### config.mk
export PLATFORM = sky130hd
export DESIGN_NAME = binary_gcd_core
export DESIGN_NICKNAME = d
export VERILOG_FILES = /design/src/sv/bgcd_pkg.sv /design/src/sv/binary_gcd_core.sv /design/src/sv/bgcd_cell.sv /design/src/sv/bgcd_chain.sv
export VERILOG_INCLUDE_DIRS = /design/src /design/src/sv
export SDC_FILE = /design/constraint.sdc
export NUM_CORES = 1
export LEC_CHECK = 0
export ABC_AREA = 1
export BUFFER_PORTS_ARGS = -buffer_cell sky130_fd_sc_hd__buf_2
export CAP_MARGIN = 40
export CORE_MARGIN = 4
export CORE_UTILIZATION = 40
export CTS_CLUSTER_SIZE = 14
export DETAILED_ROUTE_END_ITERATION = 10
export PLACE_DENSITY = 0.63
export SLEW_MARGIN = 30
export SYNTH_ARGS = -nofsm -noshare
export SYNTH_HDL_FRONTEND = slang
export SYNTH_SLANG_ARGS = --single-unit
export TNS_END_PERCENT = 50
### constraint.sdc
create_clock -name clk -period 7.6 [get_ports clk]
set_input_delay 0 -clock clk [delete_from_list [all_inputs] [get_ports clk]]
set_output_delay 0 -clock clk [all_outputs]
set_load 0.01 [all_outputs]
### src/sv/binary_gcd_core_assert.svh
// ----------------------------------------------------------------------------
// binary gcd core assertion macros
// clocked concurrent assertion helpers, compiled out with NO_ASSERTIONS
// ----------------------------------------------------------------------------
`ifndef BINARY_GCD_CORE_ASSERT_SVH
`define BINARY_GCD_CORE_ASSERT_SVH

`ifndef NO_ASSERTIONS
`define BGCD_ASSERT(label, clk, rst, prop, msg) \
  label: assert property (@(posedge clk) disable iff (rst) prop) else $error(msg);
`define BGCD_ASSERT_NR(label, clk, prop, msg) \
  label: assert property (@(posedge clk) prop) else $error(msg);
`else
`define BGCD_ASSERT(label, clk, rst, prop, msg)
`define BGCD_ASSERT_NR(label, clk, prop, msg)
`endif

`endif

### src/sv/bgcd_pkg.sv
// ----------------------------------------------------------------------------
// bgcd_pkg
// shared constants and types for the binary gcd core
// ----------------------------------------------------------------------------
package bgcd_pkg;

  localparam int DATA_W    = 32;
  localparam int DEF_WIDTH = 32;

  typedef logic [2:0] cell_op_t;

  localparam cell_op_t OP_HOLD   = 3'd0;
  localparam cell_op_t OP_LOAD   = 3'd1;
  localparam cell_op_t OP_SHR_AB = 3'd2;
  localparam cell_op_t OP_SHR_A  = 3'd3;
  localparam cell_op_t OP_SHR_B  = 3'd4;
  localparam cell_op_t OP_SUB    = 3'd5;
  localparam cell_op_t OP_SHL_A  = 3'd6;

  typedef struct packed {
    logic a_zero;
    logic b_zero;
    logic a_odd;
    logic b_odd;
  } chain_status_t;

endpackage

### src/sv/binary_gcd_core.sv
// ----------------------------------------------------------------------------
// binary_gcd_core
// greatest common divisor of two unsigned operands by the binary method
// ----------------------------------------------------------------------------
// usage
//   input channel: in_valid / in_ready with first_operand and second_operand;
//   an item is taken when both are high. in_ready is high while the core is
//   idle, including while a finished divisor waits in the output register.
//   output channel: out_valid / out_ready with divisor, one result per item.
//   sequence: a load, a zero check, a halving of both operands per common
//   factor of two, a halving of a per stripped trailing zero, subtract-halve
//   or halve steps, a restoring left shift per common factor, then posting
//   of the result; a zero operand goes from the zero check straight to the
//   post. a new item is taken only once the previous one has been posted;
//   the row of bit cells does one shift or subtract-halve step per cycle.
//   reset: returns to idle with no result pending; operand cells keep their
//   contents, which are reloaded by the next item.
//   stall: a held result keeps divisor steady; a finished item whose result
//   cannot enter the output register waits in the core until out_ready.
// ----------------------------------------------------------------------------
module binary_gcd_core
  import bgcd_pkg::*;
#(
  parameter int WIDTH = DEF_WIDTH
) (
  input  logic              clk,
  input  logic              rst,
  input  logic              in_valid,
  output logic              in_ready,
  input  logic [DATA_W-1:0] first_operand,
  input  logic [DATA_W-1:0] second_operand,
  output logic              out_valid,
  input  logic              out_ready,
  output logic [DATA_W-1:0] divisor
);

`include "binary_gcd_core_assert.svh"

  localparam int EXT_W = (WIDTH > DATA_W) ? WIDTH : DATA_W;
  localparam int TW_W  = $clog2(WIDTH);

  localparam logic [2:0] ST_IDLE  = 3'd0;
  localparam logic [2:0] ST_CHECK = 3'd1;
  localparam logic [2:0] ST_TWOS  = 3'd2;
  localparam logic [2:0] ST_AODD  = 3'd3;
  localparam logic [2:0] ST_LOOP  = 3'd4;
  localparam logic [2:0] ST_SHIFT = 3'd5;
  localparam logic [2:0] ST_DONE  = 3'd6;

  logic [2:0]       state;
  logic [2:0]       state_next;
  logic [TW_W-1:0]  twos;
  logic [TW_W-1:0]  twos_next;
  logic             zero_case;
  logic             zero_case_next;
  cell_op_t         op;
  chain_status_t    status;
  logic [WIDTH-1:0] a_bits;
  logic [WIDTH-1:0] b_bits;
  logic [EXT_W-1:0] first_ext;
  logic [EXT_W-1:0] second_ext;
  logic [WIDTH-1:0] res_w;
  logic [EXT_W-1:0] res_ext;
  logic             post;

  assign first_ext  = EXT_W'(first_operand);
  assign second_ext = EXT_W'(second_operand);
  assign res_w      = zero_case ? (a_bits | b_bits) : a_bits;
  assign res_ext    = EXT_W'(res_w);
  assign in_ready   = (state == ST_IDLE);
  assign post       = (state == ST_DONE) && (!out_valid || out_ready);

  bgcd_chain #(
    .WIDTH (WIDTH)
  ) u_chain (
    .clk    (clk),
    .op     (op),
    .load_a (first_ext[WIDTH-1:0]),
    .load_b (second_ext[WIDTH-1:0]),
    .a_bits (a_bits),
    .b_bits (b_bits),
    .status (status)
  );

  always_comb begin
    state_next     = state;
    twos_next      = twos;
    zero_case_next = zero_case;
    op             = OP_HOLD;
    unique case (state)
      ST_IDLE: begin
        if (in_valid) begin
          op             = OP_LOAD;
          twos_next      = '0;
          zero_case_next = 1'b0;
          state_next     = ST_CHECK;
        end
      end
      ST_CHECK: begin
        if (status.a_zero || status.b_zero) begin
          zero_case_next = 1'b1;
          state_next     = ST_DONE;
        end else begin
          state_next = ST_TWOS;
        end
      end
      ST_TWOS: begin
        if (!status.a_odd && !status.b_odd) begin
          op        = OP_SHR_AB;
          twos_next = twos + 1'b1;
        end else begin
          state_next = ST_AODD;
        end
      end
      ST_AODD: begin
        if (!status.a_odd) begin
          op = OP_SHR_A;
        end else begin
          state_next = ST_LOOP;
        end
      end
      ST_LOOP: begin
        priority if (status.b_zero) begin
          state_next = ST_SHIFT;
        end else if (!status.b_odd) begin
          op = OP_SHR_B;
        end else begin
          op = OP_SUB;
        end
      end
      ST_SHIFT: begin
        if (twos != '0) begin
          op        = OP_SHL_A;
          twos_next = twos - 1'b1;
        end else begin
          state_next = ST_DONE;
        end
      end
      ST_DONE: begin
        if (post) begin
          state_next = ST_IDLE;
        end
      end
      default: state_next = ST_IDLE;
    endcase
  end

  always_ff @(posedge clk) begin
    if (rst) begin
      state     <= ST_IDLE;
      out_valid <= 1'b0;
      twos      <= '0;
      zero_case <= 1'b0;
    end else begin
      state     <= state_next;
      twos      <= twos_next;
      zero_case <= zero_case_next;
      if (post) begin
        out_valid <= 1'b1;
      end else if (out_ready) begin
        out_valid <= 1'b0;
      end
    end
  end

  always_ff @(posedge clk) begin
    if (post) begin
      divisor <= res_ext[DATA_W-1:0];
    end
  end

  `BGCD_ASSERT(a_accept_leaves_idle, clk, rst,
    (in_valid && in_ready) |=> (state == ST_CHECK), "accepted item did not start")
  `BGCD_ASSERT(a_loop_a_odd, clk, rst,
    (state == ST_LOOP) |-> a_bits[0], "a is even inside the subtract loop")
  `BGCD_ASSERT(a_shift_count, clk, rst,
    (state == ST_SHIFT && twos != '0) |=> (twos == $past(twos) - 1'b1),
    "shift count did not step down")
  `BGCD_ASSERT(a_post_sets_valid, clk, rst, post |=> out_valid, "finished item not posted")

endmodule

### src/sv/bgcd_cell.sv
// ----------------------------------------------------------------------------
// bgcd_cell
// one bit slice of the operand pair with subtract and shift steering
// ----------------------------------------------------------------------------
module bgcd_cell
  import bgcd_pkg::*;
(
  input  logic     clk,
  input  cell_op_t op,
  input  logic     a_lt_b,
  input  logic     load_a,
  input  logic     load_b,
  input  logic     a_hi,
  input  logic     b_hi,
  input  logic     a_lo,
  input  logic     dab_hi,
  input  logic     dba_hi,
  input  logic     bab_in,
  input  logic     bba_in,
  output logic     a,
  output logic     b,
  output logic     dab,
  output logic     dba,
  output logic     bab_out,
  output logic     bba_out
);

  logic a_next;
  logic b_next;

  // a - b and b - a bit slices
  assign dab     = a ^ b ^ bab_in;
  assign bab_out = (~a & b) | (~(a ^ b) & bab_in);
  assign dba     = a ^ b ^ bba_in;
  assign bba_out = (a & ~b) | (~(a ^ b) & bba_in);

  always_comb begin
    a_next = a;
    b_next = b;
    unique case (op)
      OP_LOAD: begin
        a_next = load_a;
        b_next = load_b;
      end
      OP_SHR_AB: begin
        a_next = a_hi;
        b_next = b_hi;
      end
      OP_SHR_A: a_next = a_hi;
      OP_SHR_B: b_next = b_hi;
      OP_SUB: begin
        if (a_lt_b) begin
          b_next = dba_hi;
        end else begin
          a_next = b;
          b_next = dab_hi;
        end
      end
      OP_SHL_A: a_next = a_lo;
      default: begin
        a_next = a;
        b_next = b;
      end
    endcase
  end

  always_ff @(posedge clk) begin
    a <= a_next;
    b <= b_next;
  end

endmodule

### src/sv/bgcd_chain.sv
// ----------------------------------------------------------------------------
// bgcd_chain
// row of bit cells linked by shift paths and borrow chains
// ----------------------------------------------------------------------------
module bgcd_chain
  import bgcd_pkg::*;
#(
  parameter int WIDTH = DEF_WIDTH
) (
  input  logic             clk,
  input  cell_op_t         op,
  input  logic [WIDTH-1:0] load_a,
  input  logic [WIDTH-1:0] load_b,
  output logic [WIDTH-1:0] a_bits,
  output logic [WIDTH-1:0] b_bits,
  output chain_status_t    status
);

  logic [WIDTH-1:0] dab;
  logic [WIDTH-1:0] dba;
  logic [WIDTH:0]   bab;
  logic [WIDTH:0]   bba;
  logic [WIDTH-1:0] a_shr;
  logic [WIDTH-1:0] b_shr;
  logic [WIDTH-1:0] a_shl;
  logic [WIDTH-1:0] dab_shr;
  logic [WIDTH-1:0] dba_shr;
  logic             a_lt_b;

  assign bab[0]  = 1'b0;
  assign bba[0]  = 1'b0;
  assign a_lt_b  = bab[WIDTH];
  assign a_shr   = {1'b0, a_bits[WIDTH-1:1]};
  assign b_shr   = {1'b0, b_bits[WIDTH-1:1]};
  assign a_shl   = {a_bits[WIDTH-2:0], 1'b0};
  assign dab_shr = {1'b0, dab[WIDTH-1:1]};
  assign dba_shr = {1'b0, dba[WIDTH-1:1]};

  for (genvar i = 0; i < WIDTH; i++) begin : g_cell
    bgcd_cell u_cell (
      .clk     (clk),
      .op      (op),
      .a_lt_b  (a_lt_b),
      .load_a  (load_a[i]),
      .load_b  (load_b[i]),
      .a_hi    (a_shr[i]),
      .b_hi    (b_shr[i]),
      .a_lo    (a_shl[i]),
      .dab_hi  (dab_shr[i]),
      .dba_hi  (dba_shr[i]),
      .bab_in  (bab[i]),
      .bba_in  (bba[i]),
      .a       (a_bits[i]),
      .b       (b_bits[i]),
      .dab     (dab[i]),
      .dba     (dba[i]),
      .bab_out (bab[i+1]),
      .bba_out (bba[i+1])
    );
  end

  assign status.a_zero = ~|a_bits;
  assign status.b_zero = ~|b_bits;
  assign status.a_odd  = a_bits[0];
  assign status.b_odd  = b_bits[0];

endmodule

# Word-level counts from Yosys, hierarchy flattened
# Cells that the tools add are included.
[op_classes]
addsub = 2
eq_ne = 22
mux = 152
bitwise_logic = 373
n_reduce_logical = 26
[ops]
columns = ["operator", "n"]
rows = [
  ["1-bit case mux with 4 select lines", 32],
  ["1-bit AND", 124],
  ["1-bit inverter", 94],
  ["1-bit case mux with 3 select lines", 31],
  ["1-bit XOR", 93],
  ["1-bit two-way mux", 69],
  ["32-bit OR reduction", 2],
  ["1-bit bitwise OR", 61],
  ["32-bit two-way mux", 1],
  ["32-bit bitwise OR", 1],
  ["3-bit two-way mux", 9],
  ["3-bit case mux with 7 select lines", 1],
  ["3-bit == test, second input constant", 6],
  ["2-bit != test, second input constant", 9],
  ["5-bit two-way mux", 3],
  ["3-bit case mux with 5 select lines", 1],
  ["5-bit case mux with 3 select lines", 1],
  ["3-bit by 2-bit == test with 1-bit output, second input constant", 4],
  ["3-bit by 1-bit == test with 1-bit output, second input constant", 2],
  ["6-bit AND reduction", 1],
  ["2-bit nonzero test", 3],
  ["3-bit nonzero test", 2],
  ["5-bit by 1-bit adder with 5-bit output, second input constant", 1],
  ["1-bit logical NOT", 5],
  ["other kinds (14)", 19],
]
[word_totals]
reg_bits = 106
in_bits = 68
out_inout_bits = 34
wordCells = 644

# Depth between registers and ports, before layout
# Gate-level depths: netlist of run 1.
[logic_depth]
word_depth = 66
ltp_mapped = 69
ltp_nobuf = 68

# Hierarchy
# Synthesis of run 1 repeated with hierarchy kept, for this count alone.
[hier_totals]
hier_cells = 1596
area_unflattened_um2 = 10540.1
[by_module_without_submodules]
columns = ["module", "n_inst", "cells_per_inst", "area_each_um2", "seq_area_each_um2"]
rows = [
  ["bgcd_cell", 32, 42, 260.2, 60.1],
  ["binary_gcd_core", 1, 187, 1960.6, 1161.1],
  ["bgcd_chain", 1, 65, 251.5, 0.0],
]

# Least setup slack after synthesis of run 1
# No wires, ideal clock.
[synth_timing]
kind = "reg2reg"
start = "register u_chain.g_cell[1].u_cell.a"
end = "register u_chain.g_cell[0].u_cell.a (enable)"
setup_time_ns = 0.387
arrival_time_ns = 5.321
t_required_ns = 7.213
path_slack_ns = 1.893
stages_incl_launch_ff = 68
path_buffers = 1
period_less_slack_ns = 5.707
cell_sequence = "edfxtp_1 -> inv_1 -> ha_1 -> inv_1 -> nand3_1 -> nand2_1 -> nand2_1 -> nand2_2 -> nand2_1 -> nand2_2 -> nand2_1 -> nand2_2 -> nand2_1 -> nand2_2 -> nand2_1 -> nand2_2 -> nand2_1 -> nand2_2 -> [... 32 more ...] -> nand2_1 -> nand2_2 -> nand2_1 -> nand2_2 -> nand2_1 -> nand2_2 -> nand2_1 -> nand2_2 -> nand2_1 -> nand2_2 -> nand2_1 -> nand2_2 -> nand2_2 -> nand2_8 -> nand2_4 -> buf_6 -> o22ai_1 -> inv_1"
[synth_between]
elab_chain_cells = 66
word_cells_on_any_way = 68
classes_between = "1 x eq/ne; 66 x bitwise; 1 x reduce/logical"
[synth_rtl]
columns = ["element", "line", "source"]
rows = [
  ["start, declared", "bgcd_cell.sv:20", "output logic a,"],
  ["start signal, assigned", "bgcd_cell.sv:68", "a <= a_next;"],
  ["1-bit XOR", "bgcd_cell.sv:33", "assign bab_out = (~a & b) | (~(a ^ b) & bab_in);"],
  ["1-bit inverter", "bgcd_cell.sv:33", ""],
  ["1-bit AND", "bgcd_cell.sv:33", ""],
  ["1-bit bitwise OR (*)", "bgcd_cell.sv:33", ""],
  ["1-bit AND (*)", "bgcd_cell.sv:33", ""],
  ["1-bit bitwise OR (*)", "bgcd_cell.sv:33", ""],
  ["1-bit AND (*)", "bgcd_cell.sv:33", ""],
  ["1-bit bitwise OR (*)", "bgcd_cell.sv:33", ""],
  ["[... 50 more ...]", "n/a", ""],
  ["1-bit AND (*)", "bgcd_cell.sv:33", ""],
  ["1-bit bitwise OR (*)", "bgcd_cell.sv:33", ""],
  ["1-bit AND (*)", "bgcd_cell.sv:33", ""],
  ["1-bit bitwise OR (*)", "bgcd_cell.sv:33", ""],
  ["1-bit AND (*)", "bgcd_cell.sv:33", ""],
  ["1-bit bitwise OR (*)", "bgcd_cell.sv:33", ""],
  ["2-bit != test (no line) (*)", "n/a", ""],
  ["2-bit AND reduction (no line) (*)", "n/a", ""],
  ["end signal, assigned", "bgcd_cell.sv:68", ""],
  ["end, declared", "bgcd_cell.sv:20", ""],
]
# Every way passes the cells marked *; elsewhere a longest branch is shown, timed or not.
# A chain may end at the register's enable or synchronous reset.

# Worst setup path after layout of run 1
[layout_timing]
start = "register u_chain.g_cell[1].u_cell.a"
end = "register u_chain.g_cell[24].u_cell.a (enable)"
[layout_between]
elab_chain_cells = 66
word_cells_on_any_way = 68
classes_between = "1 x eq/ne; 66 x bitwise; 1 x reduce/logical"
[layout_rtl]
columns = ["element", "line"]
rows = [
  ["1-bit XOR", "bgcd_cell.sv:33"],
  ["1-bit inverter", "bgcd_cell.sv:33"],
  ["1-bit AND", "bgcd_cell.sv:33"],
  ["1-bit bitwise OR (*)", "bgcd_cell.sv:33"],
  ["1-bit AND (*)", "bgcd_cell.sv:33"],
  ["1-bit bitwise OR (*)", "bgcd_cell.sv:33"],
  ["1-bit AND (*)", "bgcd_cell.sv:33"],
  ["1-bit bitwise OR (*)", "bgcd_cell.sv:33"],
  ["[... 50 more ...]", "n/a"],
  ["1-bit AND (*)", "bgcd_cell.sv:33"],
  ["1-bit bitwise OR (*)", "bgcd_cell.sv:33"],
  ["1-bit AND (*)", "bgcd_cell.sv:33"],
  ["1-bit bitwise OR (*)", "bgcd_cell.sv:33"],
  ["1-bit AND (*)", "bgcd_cell.sv:33"],
  ["1-bit bitwise OR (*)", "bgcd_cell.sv:33"],
  ["2-bit != test (no line) (*)", "n/a"],
  ["2-bit AND reduction (no line) (*)", "n/a"],
  ["end signal, assigned", "bgcd_cell.sv:68"],
  ["end, declared", "bgcd_cell.sv:20"],
]
# Marks and branches as above.

==> results.cfg, run 1 <==
[sta]
max_slew.worst_pin.slew_ps = 657
setup_viol = 0
finalCritPeriodShare_pct = 86.9
rsz0062_at_grt = false
fmax_mhz = 151
hold_viol_final = 0
skew_ps = 11.7
slew_headroom_pct = 56.2
final.setup.worst_slack_ps = 997
slew_violations = 0
min_period_ps = 6600
fin_tns_setup_ps = 0

[placed_design]
place_ws_ps = 1080
globalplace.congestion = 0.905
portBuffers = 101
post-dp-hpwl_um = 18300
dp_cells = 1573
dpl_cell_area_sq_um = 9630

[route]
first_pass_iters = 6
dr.first_iter.drc_count = 613
drc = 0
ant_nets = 0
drt-total-wl_um = 25400
via_count = 8107
via_per_inst = 4.99
wl_per_cell_um = 15.7

[clock_tree]
cts_tree = yes
htree_levels = 3
postCtsSetupBuffers = 0
numClockSinks = 106
ctsLongestPathBuffers = 2
numCtsBuffers = 9
worstSkewPairLatency_ps = 360
cts_resized = 0
path_clk_slew_ps = 70
cts-root-buf = clkbuf_16

[critical_path]
crit_family = simple AND/OR/NAND/NOR gates
end_kind = register
crit_slowest_cell = nand2_4
critical_path_buf_inv_count = 4
critical_path.max_fanout = 63
critPathArrivalTime_ps = 6680
slowest_delay_ps = 470
required_ps = 7680
crit_type = register to register
cp-start-kind = register

[cells_and_area]
fill_cells = 2236
synthToLayoutAreaGrowth_pct = 15.3
layout-drive-gt1-share_pct = 13.1
fin_cells = 1624
final_nets = 1503
multiInputGateArea_sq_um = 4600
diodes = 0
design_area_sq_um = 10300
ff_latch_area_sq_um = 3080

[global_route]
grt_first_pass_wirelength_um = 40300
antenna_found_initial = 0
grt_pass1_vias = 7809
track_usage_pct = 20.7
gr-total-overflow = 0
grt_max_degree = 64

[outcome]
status = finished, final reports clean

[logic_synthesis]
yosysUniqueCellTypes = 38
synth_edf_count = 96
yosys_warnings = 0
seq_area_frac_synth_pct = 34.6
synth_commonest_cells = 344 x nand2_1, 262 x inv_1, 160 x nand3_1, 96 x edfxtp_1, 95 x ha_1
async_flop_share_pct = 0
yosysMostFrequentCell = nand2_1
synth_ff_type = edfxtp_1
netlist_area_sq_um = 8920
ys_ff_latch = 106
syn_inst = 1228
yosys.area.top_type_share_pct = 32.3
synth_area_leader_cell = edfxtp_1
synthTopCellsByArea = edfxtp_1 32%, nand2_1 14%, ha_1 13%
syn_avg_cell_area_sq_um = 7.26
synth_fp_nets = 1392

[min_path]
hp-class = input port to register

[floorplan]
die_w_um = 157
io_pins = 102
die_h_um = 157
start_util_pct = 40.7
num_rows = 54
dieArea_sq_um = 24700
core_area_sq_um = 21900

[job]
drv_cap = 0
[flip-flops by register name (all words and copies together), names as in the netlist]
| name | flops |
|---|---|
| out_valid | 1 |
| state | 3 |
| divisor | 32 |
| zero_case | 1 |
| u_chain.g_cell.u_cell.a | 32 |
| u_chain.g_cell.u_cell.b | 32 |
| twos | 5 |
[cells in the final DEF (no fill, tap or decap), drive strengths merged, types with 2 or more instances in the layout]
cell / Yosys / routed
nor2: 19 / 19
nand3: 160 / 160
buf: 15 / 114
nor3: 5 / 5
a22oi: 2 / 2
nand2: 383 / 383
o21ai: 72 / 72
a211oi: 2 / 2
ha: 95 / 95
edfxtp: 96 / 96
clkbuf: 32 / 15
nand4: 11 / 11
dlygate4sd3: 0 / 33
inv: 264 / 265
dfxtp: 10 / 10
a21oi: 13 / 13
nor4: 7 / 7
xor2: 3 / 3
o2111ai: 30 / 30
[cells by family (layout without fill, tap and decap cells)]
| family | Yosys count | after routing | synth area share [%] |
|---|---|---|---|
| AOI/OAI and AO/OA | 124 | 124 | 8.52 |
| xor gates and xnor gates | 4 | 4 | 0.393 |
| adders and majority gates | 96 | 96 | 13.6 |
| buffers and inverters | 312 | 428 | 14.1 |
| DFF | 106 | 106 | 34.6 |
| and+or+nand+nor | 586 | 586 | 28.8 |
[worst register-to-register path: cells and delay by family (launching register included)]
kind / cells / cell delay, ps
fa+ha+maj: 1 / 340
simple gates: 61 / 4790
flops: 1 / 410
buf+inv: 4 / 530
compound gates: 1 / 260
[final cells by class]
class | instances | share of cell area (%)
Timing Repair Buffer | 147 | 9.38
Clock inverter | 1 | 0.0608
Multi-Input combinational cell | 810 | 44.7
Clock buffer | 15 | 2.80
Sequential cell | 106 | 30.0
Tap cell | 280 | 3.41
Inverter | 265 | 9.67
[stage by stage]
step / hold WS, ps / util (%)
after floorplan: 185 / -
after global placement: 292 / 43.9
after detailed placement: 292 / 44.0
after CTS: 2.57 / 46.9
after global routing: 6.19 / 47.0
final: 9.34 / 47.0
[layer usage]
| layer | global-route usage, % | wire (um) |
|---|---|---|
| met1 | 28.8 | 11800 |
| met2 | 34.1 | 11900 |
| met3 | 2.06 | 1290 |
| met4 | 6.51 | 486 |
| met5 | 0 | 0 |
[worst paths after layout]
kind / startpoint / to / slack [ps] / depth (start not counted)
worst max-delay path: u_chain.g_cell[1].u_cell.a / u_chain.g_cell[24].u_cell.a / 1000 / 67
worst min-delay path: second_operand[29] / u_chain.g_cell[29].u_cell.b / 9 / 5
worst min register to register: zero_case / zero_case / 480 / 2
worst max register to register: u_chain.g_cell[1].u_cell.a / u_chain.g_cell[24].u_cell.a / 1000 / 67
[timing repair]
item	4_1_cts	5_1_grt
hold buffers	33	0
endpoints found under the hold margin	38	0
setup endpoints to repair	0	0
Power of run 1 is not shown: default switching activity piles up to over one toggle a cycle in this logic, so the estimate is an artifact.
==> run 2, diff against run 1 <==
BUFFER_PORTS_ARGS = default   (was -buffer_cell sky130_fd_sc_hd__buf_2)
DONT_BUFFER_PORTS = 1   (was default)
PLACE_DENSITY = 0.59   (was 0.63)
==> results.cfg, run 2 (same netlist as run 1, synthesis figures left out) <==
[cells_and_area]
reg_top3 = divisor (32), u_chain.g_cell.u_cell.a (32), u_chain.g_cell.u_cell.b (32)
final_nets = 1432
final_common_cell = nand2_1
fin_cells = 1554
design_area_sq_um = 10100
layout-drive-gt1-share_pct = 5.73
synthToLayoutAreaGrowth_pct = 13.6
layout_common_cells = 343 x nand2_1, 261 x inv_1, 160 x nand3_1

[critical_path]
crit_start = u_chain.g_cell[1].u_cell.a
worst_r2r_endpoint = u_chain.g_cell[4].u_cell.b
r2r_start = u_chain.g_cell[1].u_cell.a
crit_path_frequent_cell = nand2_1
critical_path_buf_inv_count = 3
reg2reg_depth = 69
critical_path.max_fanout = 63
end_kind = register
required_ps = 7710
crit_family = simple AND/OR/NAND/NOR gates
critPathArrivalTime_ps = 6410
crit_slowest_cell = edfxtp_1
crit_type = register to register
r2r_setup_slack_ps = 1310
slowest_delay_ps = 420
cp-start-kind = register
path_depth = 69
crit_end = u_chain.g_cell[4].u_cell.b

[global_route]
grt_pass1_vias = 7720
gr-total-overflow = 0
grt_first_pass_wirelength_um = 41100
grt_use_met1_pct = 29.8
grt.busiest_layer = met2
gr-usage-met2_pct = 32.5
track_usage_pct = 21.0
grt_max_degree = 66
use_met3_pct = 4.01
antenna_found_initial = 2

[clock_tree]
ctsLongestPathBuffers = 2
cts-root-buf = clkbuf_16
numCtsBuffers = 9
path_clk_slew_ps = 80
numClockSinks = 106
htree_levels = 3
postCtsSetupBuffers = 0
cts_tree = yes
worstSkewPairLatency_ps = 360

[floorplan]
core_area_sq_um = 21900
start_util_pct = 40.7
die_w_um = 157
die_h_um = 157
io_pins = 102
dieArea_sq_um = 24700
num_rows = 54

[route]
via_count = 7967
via_per_inst = 5.13
drt-total-wl_um = 25900
wl_per_cell_um = 16.7
first_pass_iters = 7
ant_nets = 0
drc = 0
dr.first_iter.drc_count = 636

[sta]
slew_headroom_pct = 45.2
finalCritPeriodShare_pct = 82.8
skew_ps = 13.9
max_slew.worst_pin.slew_ps = 823
rsz0062_at_grt = false
fin_tns_setup_ps = 0
fmax_mhz = 159
min_period_ps = 6290
setup_viol = 0
hold_viol_final = 0
slew_violations = 0

[outcome]
status = finished, final reports clean

[placed_design]
post-dp-hpwl_um = 17900
dpl_cell_area_sq_um = 9140
globalplace.congestion = 0.875
portBuffers = 0
dp_cells = 1471

[job]
drv_cap = 0

[min_path]
hp-class = input port to register
## run 2: cell type report
cell class / count / area [sq um]
well taps: 280 / 350
flip-flops and latches: 106 / 3080
inverters: 265 / 997
repair buffers: 76 / 768
clock buffers: 9 / 225
diodes: 1 / 2.50
multi-input cells: 810 / 4600
clock inverters: 7 / 108
fillers: 2217 / 11800
## run 2: worst min path at each step
stage / from / to / depth (start not counted)
after global routing: in_valid / u_chain.g_cell[31].u_cell.b / 2
final: in_valid / u_chain.g_cell[31].u_cell.b / 2
after global placement: rst / out_valid / 1
after detailed placement: rst / out_valid / 1
after CTS: in_valid / u_chain.g_cell[31].u_cell.b / 2
after floorplan: out_ready / out_valid / 3
## run 2: per-stage QoR
| stage | hold WS (ps) | setup slack (ps) | util (%) |
|---|---|---|---|
| after floorplan | 185 | 1890 | - |
| after global placement | 73.5 | 1480 | 41.6 |
| after detailed placement | 73.4 | 1350 | 41.7 |
| after CTS | 12.5 | 1340 | 46.3 |
| after global routing | 57.2 | 506 | 46.3 |
| final | 43.3 | 1310 | 46.3 |
## run 2: metal layers
layer	share of wire (%)	routed length [um]
met1	47	12100
met2	45	11500
met3	6.5	1680
met4	2.2	578
met5	0.027	7
## run 2: timing repair
item	CTS	global route
hold buffers	66	0
hold endpoints to repair	74	0
resized for setup	0	0
Power of run 2 is left out for the same reason.
